$ cat src/sv/gbr_pkg.sv
// Shared types and constants for the 3x3 RGB blur block.
// Used by gbr_front, gbr_queue, gbr_back and the top level; no dependencies.
package gbr_pkg;

  localparam int unsigned MAX_WIDTH_DEF    = 1024;
  localparam int unsigned FRAME_WIDTH_RST  = 640;
  localparam int unsigned FRAME_HEIGHT_RST = 480;

  localparam int unsigned FW_W       = 11;
  localparam int unsigned FH_W       = 16;
  localparam int unsigned CFG_DATA_W = 16;
  localparam int unsigned CFG_IDX_W  = 1;
  localparam int unsigned CH_W       = 8;
  localparam int unsigned PX_W       = 3 * CH_W;

  localparam logic [CFG_IDX_W-1:0] CFG_FRAME_WIDTH  = 1'b0;
  localparam logic [CFG_IDX_W-1:0] CFG_FRAME_HEIGHT = 1'b1;

  localparam logic REQ_PIXEL = 1'b0;
  localparam logic REQ_DRAIN = 1'b1;

  localparam int unsigned QUEUE_DEPTH = 4;
  localparam int unsigned QCNT_W      = $clog2(QUEUE_DEPTH + 1);

  typedef struct packed {
    logic            shift;
    logic            emit;
    logic            zero;
    logic            last;
    logic [PX_W-1:0] top;
    logic [PX_W-1:0] mid;
    logic [PX_W-1:0] px;
  } cmd_t;

endpackage

$ cat src/sv/gbr_queue.sv
// Short command queue between front end and back end.
// Payload type and depth from gbr_pkg.
module gbr_queue (
  input  logic                       clk,
  input  logic                       rst_n,
  input  logic                       push_valid,
  input  gbr_pkg::cmd_t              push_data,
  output logic                       pop_valid,
  input  logic                       pop_ready,
  output gbr_pkg::cmd_t              pop_data,
  output logic [gbr_pkg::QCNT_W-1:0] count
);

  localparam int unsigned DEPTH = gbr_pkg::QUEUE_DEPTH;
  localparam int unsigned PTR_W = $clog2(DEPTH);

  gbr_pkg::cmd_t               slot_r [DEPTH];
  logic [PTR_W-1:0]            wr_ptr_r, wr_ptr_nxt;
  logic [PTR_W-1:0]            rd_ptr_r, rd_ptr_nxt;
  logic [gbr_pkg::QCNT_W-1:0]  count_r, count_nxt;
  logic                        push, pop;

  assign pop_valid = (count_r != '0);
  assign pop_data  = slot_r[rd_ptr_r];
  assign count     = count_r;
  assign push      = push_valid && (count_r != gbr_pkg::QCNT_W'(DEPTH));
  assign pop       = pop_valid && pop_ready;

  always_comb begin
    wr_ptr_nxt = wr_ptr_r;
    rd_ptr_nxt = rd_ptr_r;
    count_nxt  = count_r;
    if (push) begin
      wr_ptr_nxt = (wr_ptr_r == PTR_W'(DEPTH - 1)) ? '0 : wr_ptr_r + PTR_W'(1);
    end
    if (pop) begin
      rd_ptr_nxt = (rd_ptr_r == PTR_W'(DEPTH - 1)) ? '0 : rd_ptr_r + PTR_W'(1);
    end
    if (push && !pop) begin
      count_nxt = count_r + gbr_pkg::QCNT_W'(1);
    end else if (pop && !push) begin
      count_nxt = count_r - gbr_pkg::QCNT_W'(1);
    end
  end

  always_ff @(posedge clk) begin
    if (!rst_n) begin
      wr_ptr_r <= '0;
      rd_ptr_r <= '0;
      count_r  <= '0;
    end else begin
      wr_ptr_r <= wr_ptr_nxt;
      rd_ptr_r <= rd_ptr_nxt;
      count_r  <= count_nxt;
    end
  end

  always_ff @(posedge clk) begin
    if (push) begin
      slot_r[wr_ptr_r] <= push_data;
    end
  end

endmodule

$ cat config.mk
export PLATFORM = sky130hd
export DESIGN_NAME = gbr_queue
export DESIGN_NICKNAME = d
export VERILOG_FILES = /design/src/sv/gbr_pkg.sv /design/src/sv/gbr_queue.sv
export SDC_FILE = /design/constraint.sdc
export NUM_CORES = 1
export LEC_CHECK = 0
export ABC_AREA = 1
export CORE_ASPECT_RATIO = 0.6
export CORE_MARGIN = 1
export CORE_UTILIZATION = 40
export CTS_CLUSTER_DIAMETER = 60
export CTS_CLUSTER_SIZE = 28
export DETAILED_ROUTE_END_ITERATION = 12
export DONT_BUFFER_PORTS = 1
export SLEW_MARGIN = 30
export SYNTH_ARGS = -nofsm -noshare
export SYNTH_HDL_FRONTEND = slang
export SYNTH_SLANG_ARGS = --single-unit
$ cat constraint.sdc
create_clock -name clk -period 15 [get_ports clk]
set_clock_uncertainty 0.1 [all_clocks]
set_input_delay 3 -clock clk [delete_from_list [all_inputs] [get_ports clk]]
set_output_delay 3 -clock clk [all_outputs]
set_load 0.01 [all_outputs]
==> results of run 1 <==
path summary, 6_finish.rpt:
| check | to | depth (start not counted) | start | slack (ns) |
|---|---|---|---|---|
| worst max-delay path | pop_data[53] | 3 | register | 9.01 |
| worst max register to register | slot_r[1][49]$_DFFE_PP_ | 6 | count[1]$_SDFFE_PN0P_ | 12.23 |
| worst min-delay path | register | 4 | rd_ptr_r[1]$_SDFFE_PN0P_ | 0.44 |
| worst min register to register | register | 4 | rd_ptr_r[1]$_SDFFE_PN0P_ | 0.44 |
per-stage QoR:
step / power, W / instance area [µm²]
finish: 0.00213 / 12700
global route: 0.00224 / 12700
CTS: 0.00216 / 12700
detailed placement: 0.00164 / 12100
global placement: 0.00163 / 12100
floorplan: 0.00154 / 11900
worst max-delay path: stages (launching register included):
cell     delay, ns
dfxtp_4       0.82
buf_4         0.80
o21ai_0       0.23
o22ai_1       0.38
final cells by class:
class,instances,area [µm²]
Fill cell,2619,16200
Multi-Input combinational cell,426,2160
Timing Repair Buffer,10,119
Tap cell,400,500
Clock inverter,8,125
Clock buffer,17,425
Sequential cell,313,9310
Inverter,17,71.3
flip-flops by register name, summed over array words and instances, names as in the netlist, named ones only:
register and count:
wr_ptr_r 2, count 3, rd_ptr_r 2, slot_r 304
cells by family after synthesis:
family / count (synthesis)
AOI/OAI and AO/OA: 232
adders and majority gates: 7
buffers and inverters: 66
DFF: 313
and+or+nand+nor: 187
Yosys cell counts (2+ instances only):
master / number / share of area (%)
a21oi_1: 2 / 0.084
buf_12: 2 / 0.34
buf_2: 9 / 0.38
buf_4: 6 / 0.38
buf_6: 4 / 0.38
buf_8: 7 / 0.88
clkbuf_1: 13 / 0.41
clkbuf_2: 7 / 0.29
dfxtp_1: 9 / 1.5
edfxtp_1: 304 / 77
ha_1: 6 / 0.63
inv_1: 15 / 0.47
nand2_1: 15 / 0.47
nor2_1: 153 / 4.8
nor2_2: 16 / 0.84
o21ai_0: 150 / 6.3
o21ai_1: 4 / 0.17
o22ai_1: 71 / 3.7
o22ai_2: 5 / 0.53
power groups by stage:
stage          combinational [W]  clock, W  sequential, W
2_1_floorplan           0.000423         0        0.00111
3_3_place_gp            0.000495         0        0.00114
3_5_place_dp            0.000501         0        0.00114
4_1_cts                 0.000502  0.000538        0.00112
5_1_grt                 0.000551  0.000562        0.00113
6_report                0.000493  0.000521        0.00111
metal layers:
layer	routed length [µm]	track usage [%]
met5	0	0
met4	345	2.91
met3	1760	5.10
met2	10400	22.3
met1	11300	22.2
==> results by group, run 1 <==
Critical path
  • Crit end category: primary output
  • CP required: between 10 and 15 ns
  • Worst-path fanout max: 87
  • Crit path kind: register to primary output
  • Critical Path AT: 2.89 ns
  • Critical path startpoint category: register

Outcome
  • Status: completed

Synth
  • Synth Area in Compound Gates: 10.8%
  • Post-Synthesis Cells: about 810
  • Prevailing post-synth register cell: edfxtp_1
  • Count of cell types in the netlist: 26
  • Average size of a mapped cell: 14.8 µm²
  • Combinational family with the most area after synthesis: compound AO/OA/AOI/OAI gates
  • Cell Area, Synth: roughly 12000 µm²
  • Simple-gate share of the synthesized area: 6.31%
  • Ys Warns: 0
  • Post-synthesis xor/xnor area fraction: 0%
  • Syn_nets: 892
  • Async SR Flop Fraction: 0%
  • Sequential area share after synthesis: 78.3%
  • Synth Area in Adders: less than 1%
  • #FFs+latches synth: 313
  • Post-synthesis mux area share: 0%
  • EDFF count, synth: approximately 300

Routing
  • Initial detailed-routing violation count: 417
  • Detail Route Antenna Nets: 0
  • Routed len/inst: 20.0 µm
  • Routed wire length: 23.8 mm
  • TritonRoute pass-1 iters: 5
  • Vias: 6198
  • # DRC: 0
  • Via-per-instance ratio: 5.20

Floorplan
  • Die X: about 220 µm
  • Core area: 28900 µm²
  • Num rows: 48
  • Die Area: 30400 µm²
  • I/O pins: 160
  • Starting density of the core: 41.1%
  • Die height: 136 µm

GRT
  • Initial antenna violation count: 0
  • First-pass GRT wire length: 35.5 mm
  • Vias in the first global route: between 5000 and 6000
  • GR Util All Layers: around 15%
  • Total gr overflow: 0
  • Largest net degree at the start of global routing: 153

Pwr
  • Maximum VDD drop: 0.128 mV
  • Sequential power share: between 50% and 60%
  • Pwr Density: 167 nW/µm²
  • Net switching power: 0.000706 W
  • Internal power: between 0.001 and 0.0015 W
  • Leak: around 4 nW
  • Logic pwr share: 23.2%
  • Sw Share: 33.1%
  • Clock power frac: 24.5%

Placed design
  • Dpl hpwl: 13.2 mm
  • GPL Wtd Cong: just over 0.7
  • # port buffers: 0
  • Dpl ws: 9.53 ns
  • Dpl cells: 1165

CTS
  • Reg clk slew, reported paths: approximately 0.1 ns
  • H-Tree Depth: 1
  • Clk root buf: clkbuf_16
  • Setup Buffers After CTS: 0
  • Worst skew pair latency: 0.51 ns
  • Clock Tree Buf Depth: 3
  • CTS Hold Bufs: 0
  • Post-CTS sizing: 0
  • CTS tree: yes
  • Clk sinks: 313
  • Inserted Clock Buffers: 17

Hold path
  • Min-Delay Path Class: register to register

Layout
  • Post-layout util: 43.9%
  • Area Growth Syn to Fin: 7.01%
  • Post-layout net count: approximately 870
  • Share of layout cells above drive strength 1: 7.96%
  • Most frequent cells in the layout: edfxtp_1 (304), o21ai_0 (150), nor2_1 (149)
  • # diodes: 0
  • Most common cell after layout, fill and taps aside: edfxtp_1
  • Finished Layout Cells: 1191

STA
  • Tcrit/Tclk final: approximately two fifths
  • Final hold slack: 0.443 ns
  • Slew @ Worst Pin: 0.981 ns
  • Worst slew margin: 34.6%
  • Final setup violating endpoints: 0
  • RSZ-0062 raised after global routing: no
  • Fmax: approximately 170 MHz
  • Fin. max-slew vios: 0
  • TNS Setup: 0 ns
  • Post-layout worst setup margin: 9.01 ns
  • Endpoints failing hold: 0
  • Min Tclk post-route: 5.99 ns

Run
  • Max-Cap Viols: 0
Note: power is estimated with default switching activity, not from simulation.
==> run 2: changes to the inputs <==
--- a/config.mk
+++ b/config.mk
@@ -5,7 +5,7 @@
 export SDC_FILE = /design/constraint.sdc
 export NUM_CORES = 1
 export LEC_CHECK = 0
-export ABC_AREA = 1
+export ABC_AREA = 0
 export CORE_ASPECT_RATIO = 0.6
 export CORE_MARGIN = 1
 export CORE_UTILIZATION = 40
==> constraint.sdc (replaced) <==
create_clock -name clk -period 5.2 [get_ports clk]
set_clock_uncertainty 0.1 [all_clocks]
set_input_delay 1.04 -clock clk [delete_from_list [all_inputs] [get_ports clk]]
set_output_delay 1.04 -clock clk [all_outputs]
set_load 0.01 [all_outputs]
==> run 2 against run 1 <==
- the flow now finishes with violations (DRC)
- wire length shrank 13%
- critical path depth is the same
- core utilization grew 0.48 points
- largest cell class unchanged
- largest power group unchanged
==> results by group, run 2 <==
Outcome
  • Status: complete, but fails checks (was completed)
  • Failing checks: DRC

Floorplan
  • Starting density of the core: 41.2% (was 41.1%)
  • Die Area: 29400 µm² (was 30400 µm²)
  • I/O pins: 160 (unchanged)
  • Num rows: 47 (was 48)
  • Die X: 221 µm (was 225 µm)
  • Core area: 27900 µm² (was 28900 µm²)
  • Die height: 133 µm (was 136 µm)

Placed design
  • # port buffers: 0 (unchanged)
  • Dpl ws: 2.02 ns (was 9.53 ns)
  • Dpl cells: 803 (was 1165)
  • Dpl hpwl: 12.9 mm (was 13.2 mm)
  • GPL Wtd Cong: 0.737 (was 0.718)

Critical path
  • Crit path cell chain: buf_16 -> buf_12 -> mux4_2 (was buf_4 -> o21ai_0 -> o22ai_1)
  • Critical path startpoint category: register (unchanged)
  • Worst path slowest cell: dfxtp_4 (unchanged)
  • Worst-path fanout max: 30 (was 87)
  • CP required: 4.06 ns (was 11.90 ns)
  • Crit path kind: register to primary output (unchanged)
  • CP max stage delay: 0.69 ns (was 0.82 ns)
  • Crit end category: primary output (unchanged)
  • Critical Path AT: 2.42 ns (was 2.89 ns)

STA
  • Post-layout worst setup margin: 1.64 ns (was 9.01 ns)
  • Min Tclk post-route: around 3.6 ns
  • Fin. max-slew vios: 0 (unchanged)
  • TNS Setup: 0 ns (unchanged)
  • Final setup violating endpoints: 0 (unchanged)
  • Tcrit/Tclk final: 68.5%
  • RSZ-0062 raised after global routing: no (unchanged)
  • Endpoints failing hold: 0 (unchanged)
  • Slew @ Worst Pin: 0.912 ns (was 0.981 ns)
  • Worst slew margin: 39.2% (was 34.6%)
  • Fmax: 281 MHz

CTS
  • H-Tree Depth: 1 (unchanged)
  • Clk root buf: clkbuf_16 (unchanged)
  • Clk sinks: 313 (unchanged)
  • CTS Hold Bufs: 0 (unchanged)
  • Post-CTS sizing: 0 (unchanged)
  • Inserted Clock Buffers: 16 (was 17)
  • Reg clk slew, reported paths: 0.09 ns (was 0.10 ns)
  • Clock Tree Buf Depth: 3 (unchanged)
  • Setup Buffers After CTS: 0 (unchanged)
  • CTS tree: yes (unchanged)
  • Worst skew pair latency: 0.50 ns (was 0.51 ns)

Synth
  • Count of cell types in the netlist: 25 (was 26)
  • Ys Warns: 0 (unchanged)
  • Yosys top cell by area: edfxtp_1 (unchanged)
  • Prevailing post-synth register cell: edfxtp_1 (unchanged)
  • Synth cell count leaders: edfxtp_1 (304), mux4_2 (76), dfxtp_1 (9) (was edfxtp_1 (304), nor2_1 (153), o21ai_0 (150))
  • Average size of a mapped cell: 25.7 µm² (was 14.8 µm²)
  • Syn_nets: 534 (was 892)
  • Share of Yosys cell area claimed by the top area cell type: 79.5% (was 76.8%)
  • Cell Area, Synth: 11500 µm² (was 11900 µm²)
  • Largest cells by area after synthesis: edfxtp_1 (79%), mux4_2 (15%), dfxtp_1 (1.6%), buf_12 (0.87%), ha_1 (0.65%) (was edfxtp_1 (77%), o21ai_0 (6.3%), nor2_1 (4.8%), o22ai_1 (3.7%), dfxtp_1 (1.5%))
  • Post-Synthesis Cells: 447 (was 805)
  • Most frequent cell after synthesis: edfxtp_1 (unchanged)
  • Sequential area share after synthesis: 81.1% (was 78.3%)
  • Async SR Flop Fraction: 0% (unchanged)
  • #FFs+latches synth: 313 (unchanged)
  • EDFF count, synth: 304 (unchanged)

Pwr
  • Maximum VDD drop: 0.388 mV (was 0.128 mV)
  • Leak: 3.69 nW (was 4.01 nW)
  • Total power: 0.00572 W (was 0.00213 W)
  • Pwr Density: 462 nW/µm² (was 167 nW/µm²)

Layout
  • Post-layout util: 44.4% (was 43.9%)
  • Post-layout net count: 541 (was 872)
  • Finished Layout Cells: 827 (was 1191)
  • Share of layout cells above drive strength 1: 24.3% (was 7.96%)
  • # diodes: 0 (unchanged)
  • Max reg flops: 304 (unchanged)
  • Area Growth Syn to Fin: 7.79% (was 7.01%)
  • Most common cell after layout, fill and taps aside: edfxtp_1 (unchanged)
  • Register name with the most flops: slot_r (unchanged)
  • Most frequent cells in the layout: edfxtp_1 (304), mux4_2 (76), clkbuf_16 (17) (was edfxtp_1 (304), o21ai_0 (150), nor2_1 (149))

Routing
  • Routed wire length: 20.6 mm (was 23.8 mm)
  • Routed met2 length: 9.67 mm (was 10.4 mm)
  • Detail Route Antenna Nets: 0 (unchanged)
  • WL met1: 8.64 mm (was 11.3 mm)
  • TritonRoute pass-1 iters: 8 (was 5)
  • Routed len/inst: 24.9 µm (was 20.0 µm)
  • # DRC: 9 (was 0)
  • Max Used Layer: met4 (unchanged)
  • Initial detailed-routing violation count: 281 (was 417)
  • Vias: 4455 (was 6198)
  • Routed met3 length: 1.90 mm (was 1.76 mm)
  • Via-per-instance ratio: 5.39 (was 5.20)

GRT
  • Vias in the first global route: 4770 (was 5872)
  • Largest net degree at the start of global routing: 59 (was 153)
  • Initial antenna violation count: 0 (unchanged)
  • GR Util All Layers: 14.0% (was 15.2%)
  • Total gr overflow: 0 (unchanged)
  • First-pass GRT wire length: 29.9 mm (was 35.5 mm)

Run
  • Max-Cap Viols: 0 (unchanged)

Hold path
  • Min-Delay Path Class: register to register (unchanged)
## run 2: area by class of cell
| cell class | count | area, µm² |
|---|---|---|
| multi-input cells | 113 | 2000 |
| well taps | 367 | 459 |
| clock inverters | 7 | 68.8 |
| fillers | 2316 | 15500 |
| flip-flops and latches | 313 | 9320 |
| inverters | 3 | 11.3 |
| repair buffers | 7 | 97.6 |
| clock buffers | 17 | 425 |
## run 2: through the flow
step | hold slack, ns | cell area, µm²
after floorplan | 0.368 | 11500
after global placement | 0.384 | 11800
after detailed placement | 0.417 | 11900
after CTS | 0.431 | 12400
after global routing | 0.455 | 12400
final | 0.433 | 12400
## run 2: cells by family after synthesis
kind of cell    count (synthesis)  share of synthesized area [%]
compound gates                  6                          0.360
xor+xnor                        2                          0.153
fa+ha+maj                       7                          0.828
buf+inv                        21                           1.61
flops                         313                           81.1
mux                            79                           15.2
simple gates                   19                          0.817
## run 2: final timing paths
path                             from                       end  slack, ns  cells after the start
max reg2reg     count[0]$_SDFFE_PN0P_   slot_r[2][55]$_DFFE_PP_       2.49                      4
min          wr_ptr_r[1]$_SDFFE_PN0P_  wr_ptr_r[1]$_SDFFE_PN0P_       0.43                      2
max                          register               pop_data[5]       1.64                      3
min reg2reg  wr_ptr_r[1]$_SDFFE_PN0P_  wr_ptr_r[1]$_SDFFE_PN0P_       0.43                      2
## run 2: power by group
part	internal (W)	total, W	leakage (nW)	switching [W]
clock	0.000615	0.00138	0.238	0.000767
sequential	0.00307	0.00322	2.86	0.000143
combinational	0.000503	0.00112	0.593	0.000617
## run 2: routing by layer
layer	up-vias	global-route usage, %
li1	1900	-
met1	2395	18.2
met2	133	22.2
met3	27	5.55
met4	0	2.93
met5	-	0
## run 2: critical path, delay by kind of cell (launching register included)
kind     cells  cell delay (ns)
mux          1             0.60
buf+inv      2             0.58
flops        1             0.69
