`src/sv/gbr_pkg.sv`:
```
// Shared types and constants for the 3x3 RGB blur block.
// Used by gbr_front, gbr_queue, gbr_back and the top level; no dependencies.
package gbr_pkg;

  localparam int unsigned MAX_WIDTH_DEF    = 1024;
  localparam int unsigned FRAME_WIDTH_RST  = 640;
  localparam int unsigned FRAME_HEIGHT_RST = 480;

  localparam int unsigned FW_W       = 11;
  localparam int unsigned FH_W       = 16;
  localparam int unsigned CFG_DATA_W = 16;
  localparam int unsigned CFG_IDX_W  = 1;
  localparam int unsigned CH_W       = 8;
  localparam int unsigned PX_W       = 3 * CH_W;

  localparam logic [CFG_IDX_W-1:0] CFG_FRAME_WIDTH  = 1'b0;
  localparam logic [CFG_IDX_W-1:0] CFG_FRAME_HEIGHT = 1'b1;

  localparam logic REQ_PIXEL = 1'b0;
  localparam logic REQ_DRAIN = 1'b1;

  localparam int unsigned QUEUE_DEPTH = 4;
  localparam int unsigned QCNT_W      = $clog2(QUEUE_DEPTH + 1);

  typedef struct packed {
    logic            shift;
    logic            emit;
    logic            zero;
    logic            last;
    logic [PX_W-1:0] top;
    logic [PX_W-1:0] mid;
    logic [PX_W-1:0] px;
  } cmd_t;

endpackage

```
`src/sv/gbr_back.sv`:
```
// Back end: 3x3 pixel window, per-channel 1-2-1 kernel and output register.
// Takes commands from gbr_queue; uses gbr_pkg.
module gbr_back (
  input  logic                     clk,
  input  logic                     rst_n,
  input  logic                     pop_valid,
  output logic                     pop_ready,
  input  gbr_pkg::cmd_t            pop_data,
  output logic                     out_valid,
  input  logic                     out_ready,
  output logic [gbr_pkg::PX_W-1:0] out_px,
  output logic                     out_last
);

  localparam int unsigned CH_W  = gbr_pkg::CH_W;
  localparam int unsigned PX_W  = gbr_pkg::PX_W;
  localparam int unsigned SUM_W = CH_W + 4;

  logic [PX_W-1:0]  win_r [3][3];
  logic             tag_v_r, tag_v_nxt;
  logic             tag_zero_r, tag_last_r;
  logic             out_v_r, out_v_nxt;
  logic [PX_W-1:0]  out_px_r;
  logic             out_last_r;

  logic             out_adv, tag_move, pop;
  logic [PX_W-1:0]  blur_px;
  logic [SUM_W-1:0] sum;

  assign out_adv   = !out_v_r || out_ready;
  assign tag_move  = tag_v_r && out_adv;
  assign pop_ready = !tag_v_r || tag_move;
  assign pop       = pop_valid && pop_ready;

  always_comb begin
    blur_px = '0;
    sum     = '0;
    for (int ch = 0; ch < 3; ch++) begin
      sum = SUM_W'(win_r[0][0][ch*CH_W +: CH_W]) +
            (SUM_W'(win_r[0][1][ch*CH_W +: CH_W]) << 1) +
            SUM_W'(win_r[0][2][ch*CH_W +: CH_W]) +
            (SUM_W'(win_r[1][0][ch*CH_W +: CH_W]) << 1) +
            (SUM_W'(win_r[1][1][ch*CH_W +: CH_W]) << 2) +
            (SUM_W'(win_r[1][2][ch*CH_W +: CH_W]) << 1) +
            SUM_W'(win_r[2][0][ch*CH_W +: CH_W]) +
            (SUM_W'(win_r[2][1][ch*CH_W +: CH_W]) << 1) +
            SUM_W'(win_r[2][2][ch*CH_W +: CH_W]);
      blur_px[ch*CH_W +: CH_W] = sum[SUM_W-1:4];
    end
  end

  always_comb begin
    tag_v_nxt = tag_v_r;
    if (pop) begin
      tag_v_nxt = pop_data.emit;
    end else if (tag_move) begin
      tag_v_nxt = 1'b0;
    end
    out_v_nxt = out_v_r;
    if (tag_move) begin
      out_v_nxt = 1'b1;
    end else if (out_ready) begin
      out_v_nxt = 1'b0;
    end
  end

  always_ff @(posedge clk) begin
    if (!rst_n) begin
      tag_v_r <= 1'b0;
      out_v_r <= 1'b0;
    end else begin
      tag_v_r <= tag_v_nxt;
      out_v_r <= out_v_nxt;
    end
  end

  always_ff @(posedge clk) begin
    if (pop) begin
      tag_zero_r <= pop_data.zero;
      tag_last_r <= pop_data.last;
      if (pop_data.shift) begin
        for (int r = 0; r < 3; r++) begin
          win_r[r][0] <= win_r[r][1];
          win_r[r][1] <= win_r[r][2];
        end
        win_r[0][2] <= pop_data.top;
        win_r[1][2] <= pop_data.mid;
        win_r[2][2] <= pop_data.px;
      end
    end
    if (tag_move) begin
      out_px_r   <= tag_zero_r ? '0 : blur_px;
      out_last_r <= tag_last_r;
    end
  end

  assign out_valid = out_v_r;
  assign out_px    = out_px_r;
  assign out_last  = out_last_r;

  a_tag_reaches_out: assert property (@(posedge clk) disable iff (!rst_n)
    tag_move |=> out_v_r)
    else $error("window result lost on its way to the output register");

  a_last_is_border: assert property (@(posedge clk) disable iff (!rst_n)
    (out_v_r && out_last_r) |-> (out_px_r == '0))
    else $error("final pixel of frame not zero");

  a_drain_emits: assert property (@(posedge clk) disable iff (!rst_n)
    (pop && !pop_data.shift) |-> pop_data.emit)
    else $error("drain command without a result");

endmodule

```
`config.mk`:
```
export PLATFORM = sky130hd
export DESIGN_NAME = gbr_back
export DESIGN_NICKNAME = d
export VERILOG_FILES = /design/src/sv/gbr_pkg.sv /design/src/sv/gbr_back.sv
export SDC_FILE = /design/constraint.sdc
export NUM_CORES = 1
export LEC_CHECK = 0
export BUFFER_PORTS_ARGS = -buffer_cell sky130_fd_sc_hd__buf_4
export CORE_MARGIN = 2
export CORE_UTILIZATION = 55
export CTS_CLUSTER_SIZE = 14
export DETAILED_ROUTE_END_ITERATION = 12
export PLACE_DENSITY = 0.78
export SETUP_SLACK_MARGIN = 0.02
export SLEW_MARGIN = 5
export SYNTH_ARGS = -nofsm -noshare
export SYNTH_HDL_FRONTEND = slang
export SYNTH_SLANG_ARGS = --single-unit
export TNS_END_PERCENT = 100
```
`constraint.sdc`:
```
create_clock -name clk -period 8.72 [get_ports clk]
set_input_delay 0.436 -clock clk [delete_from_list [all_inputs] [get_ports clk]]
set_output_delay 0.436 -clock clk [all_outputs]
set_load 0.02 [all_outputs]
```
==> results.txt, run 1 <==
Status: completed
GR Layer Usage met2: 30.3%
Hold Path End: win_r[0][76]
Die H: 156 um
Crit path cell chain: fa_1, fa_1, fa_1, fa_1, or3b_2, fa_1, and2b_1, o2111ai_1, a32oi_1, xnor2_1, nor2_1
Total grt overflow: 0
Worst Path Class, Setup: flip-flop to flip-flop
Final Slew Violations: 0
Worst hold start: pop_data[28]
First-pass GRT wire length: 32,400 um
Via-to-Cell Ratio: 4.86
Leak: 6.26 nW
Fin Hold WS: 96.5 ps
Reg2Reg Depth: 11
Setup repair bufs after CTS: 0
DP Area: 0.0139 mm2
Syn Inst Count: 823
Worst-path maximum fanout: 3
Area growth, synth to finish: 15.3%
Routed WL: 19,300 um
Filler cell count: 1,591
Crit-path max cell delay: 570 ps
Largest net degree at the start of global routing: 84
CTS buffer count: 26
Die span in x: 156 um
# DRC: 0
Final Skew: 7.60 ps
Max-cap violations: 0
Worst hold path type: input port to flip-flop
Max Freq: 0.222 GHz
Gpl congestion: 0.780
Critical-path top delay cell: fa_1
Routed Antenna Nets: 0
Crit path time final: 4500 ps
Reg2Reg Capture Point: out_px[23]
PnR Total Power: 0.00384 W
Critical Path RT: 8950 ps
Most used DFF post-synth: edfxtp_1
Crit start category: flip-flop
Syn avg cell area: 15.4 um2
Register area share after synthesis: 57.7%
Longest Clk Path Bufs: 3
Resized Gates After CTS: 0
Yosys cell types: 35
Register area: 0.00734 mm2
Global routing's busiest layer: met2
Initial antenna violation count: 0
Port Buffer Count: 106
Reg2reg start: win_r[0][90]
Yosys Warn Count: 0
Met3 GRT Util: 2.94%
Share of layout cells above drive strength 1: 15.6%
Seq cells post-synth: 245
Via count: 6,131
WL per Instance: 15.3 um
N_diodes: 0
Num Clock Sinks: 245
GRT Total Usage: 17.0%
Slew HR: 32.1%
Mapped cell area: 0.0127 mm2
Layout Nets: 1,233
Die area: 0.0243 mm2
Flop2flop setup slack: 4220 ps
Number of global-route vias before repair: 6,904
VDD IR-drop max: 0.185 mV
Unrepaired setup endpoints after global routing: no
Power Dens Cells: 262 mW/mm2
CTS Root Cell: clkbuf_16
IO Pins: 107
CTS H-tree depth: 1
Core area: 0.0226 mm2
Slew @ Worst Pin: 1020 ps
Post-route design area: 0.0147 mm2
Clock slew at reported path FFs: 60 ps
Tcrit/Tclk final: 51.6%
Pre-antenna DRT Iters: 4
HPWL after detailed placement: 14,500 um
Final hold violations: 0
Hold depth: 1
TritonCTS clock tree: yes
Worst Setup End Kind: flip-flop
Final setup vio count: 0
First-iteration detailed-routing DRC count: 294
Row cnt: 55
Post-synth EDFFs: 243
Met1 usage: 21.9%
Syn nets: 1,098
Setup TNS: 0 ps
FFs w/ async S/R, synth: 0%
Multi-input logic area: 0.00441 mm2
Crit path top cell by count: fa_1
Initial Util: 56.1%
Final core utilization: 64.7%
Number of hold buffers added after CTS: 0
Clk_lat worst skew: 510 ps
Critical Path AT: 4730 ps
worst max-delay path: cells and delay by family, from the launching register on:
family                     cells  cell delay, ps
and+or+nand+nor                3             740
adders and majority gates      5            2490
AOI/OAI and AO/OA              2             420
xor gates and xnor gates       1             150
DFF                            1             430
through the flow:
step	std cells	setup slack [ps]
floorplan	823	2360
global placement	1215	4300
detailed placement	1215	4200
CTS	1261	4200
global route	1261	3990
finish	1261	4220
sequential cells by signal, summed over array words and instances, names as in the netlist:
name,count
out_last,1
out_px,24
out_valid,1
tag_last_r,1
tag_v_r,1
tag_zero_r,1
win_r,216
cells in the mapped netlist (all sizes together), types with 3 or more instances:
cell type | count | area, um2
nor3 | 8 | 50.1
and2 | 7 | 43.8
a21oi | 15 | 75.1
inv | 255 | 957
nor2 | 20 | 75.1
a21boi | 3 | 22.5
xor2 | 8 | 70.1
ha | 39 | 488
or3b | 3 | 26.3
edfxtp | 243 | 7300
xnor2 | 6 | 52.6
nor2b | 7 | 58.8
fa | 156 | 3120
nand2 | 7 | 26.3
o21ai | 14 | 70.1
nand4b | 3 | 26.3
o21a | 7 | 52.6
final cells by class:
type / instances / share of cell area [%]
Sequential cell: 245 / 50.1
Multi-Input combinational cell: 321 / 30.1
Inverter: 255 / 6.53
Timing Repair Buffer: 109 / 5.58
Clock buffer: 38 / 4.96
Tap cell: 285 / 2.43
Clock inverter: 8 / 0.333
placed cells by master, fill, tap and decap left out, types with 3 or more instances in the layout:
cell type,instances
clkbuf_16,27
o21a_1,7
nor2b_1,4
clkbuf_1,10
buf_4,109
xor2_1,8
edfxtp_1,243
a21boi_0,3
and2_1,7
clkinv_2,3
nand4b_1,3
or3b_2,3
o21ai_1,5
nor2_1,20
nor3_1,6
inv_1,255
xnor2_1,6
ha_1,39
fa_1,156
nand2_1,7
a21oi_1,15
o21ai_0,9
per-layer routing:
layer | part of all wire [%] | vias to the layer above
met4 | 2.2 | 0
met1 | 42 | 3104
met2 | 52 | 118
met3 | 4.1 | 25
met5 | 0 | -
li1 | - | 2884
how the worst max path moves through the flow:
stage / startpoint / end / slack [ps]
after floorplan: out_valid / win_r[0][0] / 2360
after global placement: win_r[0][90] / out_px[23] / 4300
after detailed placement: win_r[0][90] / out_px[23] / 4200
after CTS: win_r[0][90] / out_px[23] / 4200
after global routing: win_r[0][90] / out_px[23] / 3990
final: win_r[0][90] / out_px[23] / 4220
where the power goes:
group          leakage [nW]  switching (W)  internal (W)
sequential             2.30      0.0000355       0.00141
combinational          3.58       0.000763      0.000631
clock                 0.379       0.000426      0.000577
total                  6.26        0.00122       0.00261
logic make-up after synthesis:
kind of cell	share of synthesized area [%]
AO/OA/AOI/OAI	2.67
XOR/XNOR	0.965
adder cells (fa/ha/maj)	28.4
buffers and inverters	7.59
flip-flops	57.7
AND/OR/NAND/NOR	2.63
(Power assumes the default switching activity.)
==> inputs of run 2 (changes only) <==
==> constraint.sdc (replaced) <==
create_clock -name clk -period 4.3 [get_ports clk]
set_input_delay 0.215 -clock clk [delete_from_list [all_inputs] [get_ports clk]]
set_output_delay 0.215 -clock clk [all_outputs]
set_load 0.02 [all_outputs]
==> run 2 against run 1 <==
The flow now finishes with violations (negative setup slack). Utilization is 4.1 points higher. Sequential power is 100% higher. Worst setup slack worse by 4200 ps. Highest routed layer unchanged. Clock-buffer cell count is 4 lower. Clock power is 110% higher.
==> results.txt, run 2 (synthesized netlist as in run 1, its figures left out) <==
Status: finished with violations
Failing checks: negative setup slack
CTS Root Cell: clkbuf_16
Power Dens Cells: 520 mW/mm2
Fin Hold WS: 39.3 ps
Clk_lat worst skew: 520 ps
Worst hold path type: input port to flip-flop
Final Skew: 10.1 ps
Die span in x: 156 um
Final setup margin: -24.8 ps
Via-to-Cell Ratio: 4.86
Unrepaired setup endpoints after global routing: yes
# DRC: 0
Die H: 156 um
Routed Antenna Nets: 0
Max Freq: 0.231 GHz
Layout Nets: 1,319
Gpl congestion: 0.753
Largest reg by FF count: win_r
Final setup vio count: 1
Crit path time final: 4320 ps
Worst Path Class, Setup: flip-flop to flip-flop
Critical Path AT: 4570 ps
CTS H-tree depth: 1
Initial Util: 56.1%
TritonCTS clock tree: yes
Commonest cells after routing, fill and taps aside: inv_1 (248), edfxtp_1 (243), fa_1 (150)
Via count: 6,542
Pre-CTS setup slack: -207 ps
Slew @ Worst Pin: 943 ps
Crit start category: flip-flop
Largest net degree at the start of global routing: 109
Core area: 0.0226 mm2
HPWL after detailed placement: 14,400 um
Total grt overflow: 0
N_diodes: 0
VDD IR-drop max: 0.377 mV
Final Slew Violations: 0
First-iteration detailed-routing DRC count: 389
Share of layout cells above drive strength 1: 16.7%
Clock slew at reported path FFs: 60 ps
Critical Path RT: 4540 ps
Final hold violations: 0
Longest Clk Path Bufs: 3
IO Pins: 107
Num Clock Sinks: 245
Number of global-route vias before repair: 7,171
Leak: 6.64 nW
Row cnt: 55
Tcrit/Tclk final: 101%
Cells after DPL: 1,219
Die area: 0.0243 mm2
GRT Total Usage: 18.0%
Pre-antenna DRT Iters: 5
Initial antenna violation count: 0
CTS buffer count: 26
Worst-path maximum fanout: 3
Commonest non-fill, non-tap cell in the layout: inv_1
Routed WL: 20,900 um
Filler cell count: 1,494
Slew HR: 37.1%
Finished Layout Cells: 1,347
WL per Instance: 15.5 um
Port Buffer Count: 106
Worst Setup End Kind: flip-flop
Max-cap violations: 0
PnR Total Power: 0.00810 W
First-pass GRT wire length: 34,200 um
Setup TNS: -24.8 ps
Max reg flops: 216
Area growth, synth to finish: 22.7%
## run 2: power by group
part,internal (W),total [W],switching (W)
logic,0.00144,0.00304,0.00160
clock network,0.00126,0.00214,0.000877
registers,0.00285,0.00292,0.0000727
## run 2: worst max-delay path, stage by stage (launching register included)
cell	delay [ps]
edfxtp_1	360
inv_2	50
fa_1	550
inv_2	50
fa_1	540
fa_1	450
fa_1	540
or3b_4	390
fa_2	420
nor2b_4	130
o31a_1	220
o21a_1	160
o21a_1	140
nor3_2	40
## run 2: layout make-up
cell class | instances | area (um2) | area share [%]
Sequential cell | 245 | 7340 | 47.1
Multi-Input combinational cell | 321 | 4450 | 28.5
Inverter | 255 | 957 | 6.14
Clock buffer | 34 | 702 | 4.50
Tap cell | 285 | 357 | 2.29
Timing Repair Buffer | 195 | 1680 | 10.8
Clock inverter | 12 | 108 | 0.690
## run 2: stage by stage
stage / utilization, % / area (um2)
after floorplan: - / 12700
after global placement: 61.6 / 13900
after detailed placement: 61.6 / 13900
after CTS: 68.8 / 15600
after global routing: 68.9 / 15600
final: 68.9 / 15600
## run 2: worst paths after layout
kind | from | to | slack [ps] | depth (start not counted)
worst max-delay path | win_r[0][11] | out_px[13] | -20 | 13
worst min-delay path | out_ready | out_valid | 40 | 3
worst max register to register | win_r[0][11] | out_px[13] | -20 | 13
worst min register to register | tag_last_r | out_last | 440 | 0
## run 2: repair_timing
action | CTS | global route
hold buffers | 77 | 0
endpoints found under the hold margin | 76 | 0
endpoints found under the setup margin | 8 | 9
pin swaps | 22 | 19
setup buffers | 4 | 2
resized for setup | 9 | 9
## run 2: per-layer routing
layer | vias to the layer above | GRT usage (%) | routed length [um]
met3 | 36 | 3.08 | 873
met1 | 3323 | 23.0 | 8470
met4 | 0 | 5.42 | 592
met5 | - | 0 | 0
li1 | 3065 | - | -
met2 | 118 | 31.9 | 10900
==> inputs of run 3 (changes only) <==
--- a/config.mk
+++ b/config.mk
@@ -6,6 +6,7 @@
 export NUM_CORES = 1
 export LEC_CHECK = 0
 export BUFFER_PORTS_ARGS = -buffer_cell sky130_fd_sc_hd__buf_4
+export CORE_ASPECT_RATIO = 0.9
 export CORE_MARGIN = 2
 export CORE_UTILIZATION = 55
 export CTS_CLUSTER_SIZE = 14
==> run 3 against run 2 <==
The run still ends with negative setup slack left. Critical path depth unchanged. Routed wire length is 3.5% higher. Final cell count up 1.3%. Global-route usage is 0.96 points higher. Critical endpoint is now out_px[23].
==> results.txt, run 3 (synthesized netlist as in run 1, its figures left out) <==
WL per Instance: 15.8 um
Via count: 6,585
Tcrit/Tclk final: 100%
Fin Hold WS: 46.6 ps
Port Buffer Count: 106
Critical Path Start: win_r[0][19]
Filler cell count: 1,479
Final hold violations: 0
DR WL met2: 11,100 um
Initial Util: 56.3%
Routed Antenna Nets: 0
CTS buffer count: 26
Die area: 0.0243 mm2
Via-to-Cell Ratio: 4.82
Share of layout cells above drive strength 1: 17.5%
Final core utilization: 69.4%
Critical Path RT: 4550 ps
Max Freq: 0.232 GHz
Max-cap violations: 0
Psw: 0.00262 W
Met3 WL: 827 um
DP Area: 0.0140 mm2
Post-route design area: 0.0157 mm2
First-pass GRT wire length: 35,800 um
DRT met1 WL: 9040 um
Worst Setup End Kind: flip-flop
Top sig layer: met4
# DRC: 0
Max reg flops: 216
Leak: 6.68 nW
Power Dens Cells: 520 mW/mm2
Largest net degree at the start of global routing: 82
Worst hold start: out_ready
Die span in x: 164 um
Final setup margin: -18.8 ps
Die H: 148 um
IO Pins: 107
Initial antenna violation count: 0
Clock slew at reported path FFs: 60 ps
Worst Path Class, Setup: flip-flop to flip-flop
Share of power burned in registers: 35.9%
Largest reg by FF count: win_r
Critical Path AT: 4570 ps
Num Clock Sinks: 245
Unrepaired setup endpoints after global routing: yes
Gpl congestion: 0.774
VDD IR-drop max: 0.429 mV
Total grt overflow: 0
Slew HR: 35.1%
Register area: 0.00734 mm2
Layout Nets: 1,324
Setup TNS: -18.8 ps
Commonest non-fill, non-tap cell in the layout: inv_1
Status: finished with violations
Switch share: 32.1%
Pre-CTS setup slack: -199 ps
Core area: 0.0226 mm2
Routed WL: 21,600 um
CTS Root Cell: clkbuf_16
Number of global-route vias before repair: 7,427
HPWL after detailed placement: 14,700 um
Area growth, synth to finish: 23.4%
Final Slew Violations: 0
Multi-input logic area: 0.00446 mm2
Row cnt: 52
N_diodes: 0
CTS H-tree depth: 1
Crit start category: flip-flop
First-iteration detailed-routing DRC count: 396
Pint: 0.00553 W
Final setup vio count: 1
Combinational Power Share: 37.5%
Slew @ Worst Pin: 973 ps
Pre-antenna DRT Iters: 6
Worst hold path type: input port to flip-flop
TritonCTS clock tree: yes
Worst-path maximum fanout: 2
Failing checks: negative setup slack
Crit path time final: 4320 ps
Longest Clk Path Bufs: 3
GRT Total Usage: 19.0%
Clk_lat worst skew: 530 ps
Commonest cells after routing, fill and taps aside: inv_1 (247), edfxtp_1 (243), fa_1 (151)
Reg2reg start: win_r[0][19]
Clock group share of total power: 26.6%
Final Skew: 16.7 ps
==> run 3: cell types whose count changed in the layout (fill, tap and decap cells not counted), moves of 2 or more <==
cell      before  now
o21ai_1        4    2
clkbuf_1       7    4
clkinv_4       0    2
o21ai_2        1    3
clkinv_8       0    2
buf_4        116  121
clkinv_1       4    6
==> run 3: layer usage <==
| metal | up-vias | GRT usage [%] |
|---|---|---|
| met5 | - | 0 |
| met2 | 134 | 33.5 |
| met3 | 38 | 2.84 |
| met1 | 3341 | 24.5 |
| met4 | 0 | 5.79 |
| li1 | 3072 | - |
==> run 3: final cells by class <==
| type | count | share of cell area (%) |
|---|---|---|
| clock buffers | 30 | 4.25 |
| clock inverters | 17 | 1.03 |
| inverters | 255 | 6.11 |
| multi-input cells | 321 | 28.5 |
| flip-flops and latches | 245 | 46.8 |
| well taps | 297 | 2.37 |
| repair buffers | 200 | 11.0 |
==> run 3: worst paths after layout <==
path | to | slack, ps | cells past startpoint
max reg2reg | out_px[23] | -20 | 13
min | out_valid | 50 | 3
min reg2reg | win_r[0][65] | 440 | 0
max | out_px[23] | -20 | 13
==> run 3: critical path: stages (launching register included) <==
cell and delay, ps:
edfxtp_1 390, inv_2 50, fa_1 500, inv_2 40
fa_1 520, fa_1 430, fa_1 500, or3b_4 390
fa_2 360, and2b_1 230, o2111ai_2 170, a32oi_2 240
xnor2_1 150, nor2_1 60
==> run 3: power by group through the flow <==
stage | Combinational, W | Clock (W) | Sequential, W
detailed placement | 0.00290 | 0 | 0.00297
floorplan | 0.00215 | 0 | 0.00300
CTS | 0.00304 | 0.00223 | 0.00292
global placement | 0.00279 | 0 | 0.00297
finish | 0.00306 | 0.00217 | 0.00292
global route | 0.00351 | 0.00232 | 0.00294
==> run 3: repair_timing <==
action                     CTS  global route
buffers inserted             6             5
hold endpoints to repair    76             0
gates resized for setup     11            10
pin swaps                   18            21
setup endpoints to repair    8            11
hold buffers                77             0
==> run 3: metrics by stage <==
stage / cells / total power [W]
after floorplan: 823 / 0.00515
after global placement: 1232 / 0.00576
after detailed placement: 1232 / 0.00587
after CTS: 1361 / 0.00819
after global routing: 1365 / 0.00877
final: 1365 / 0.00815
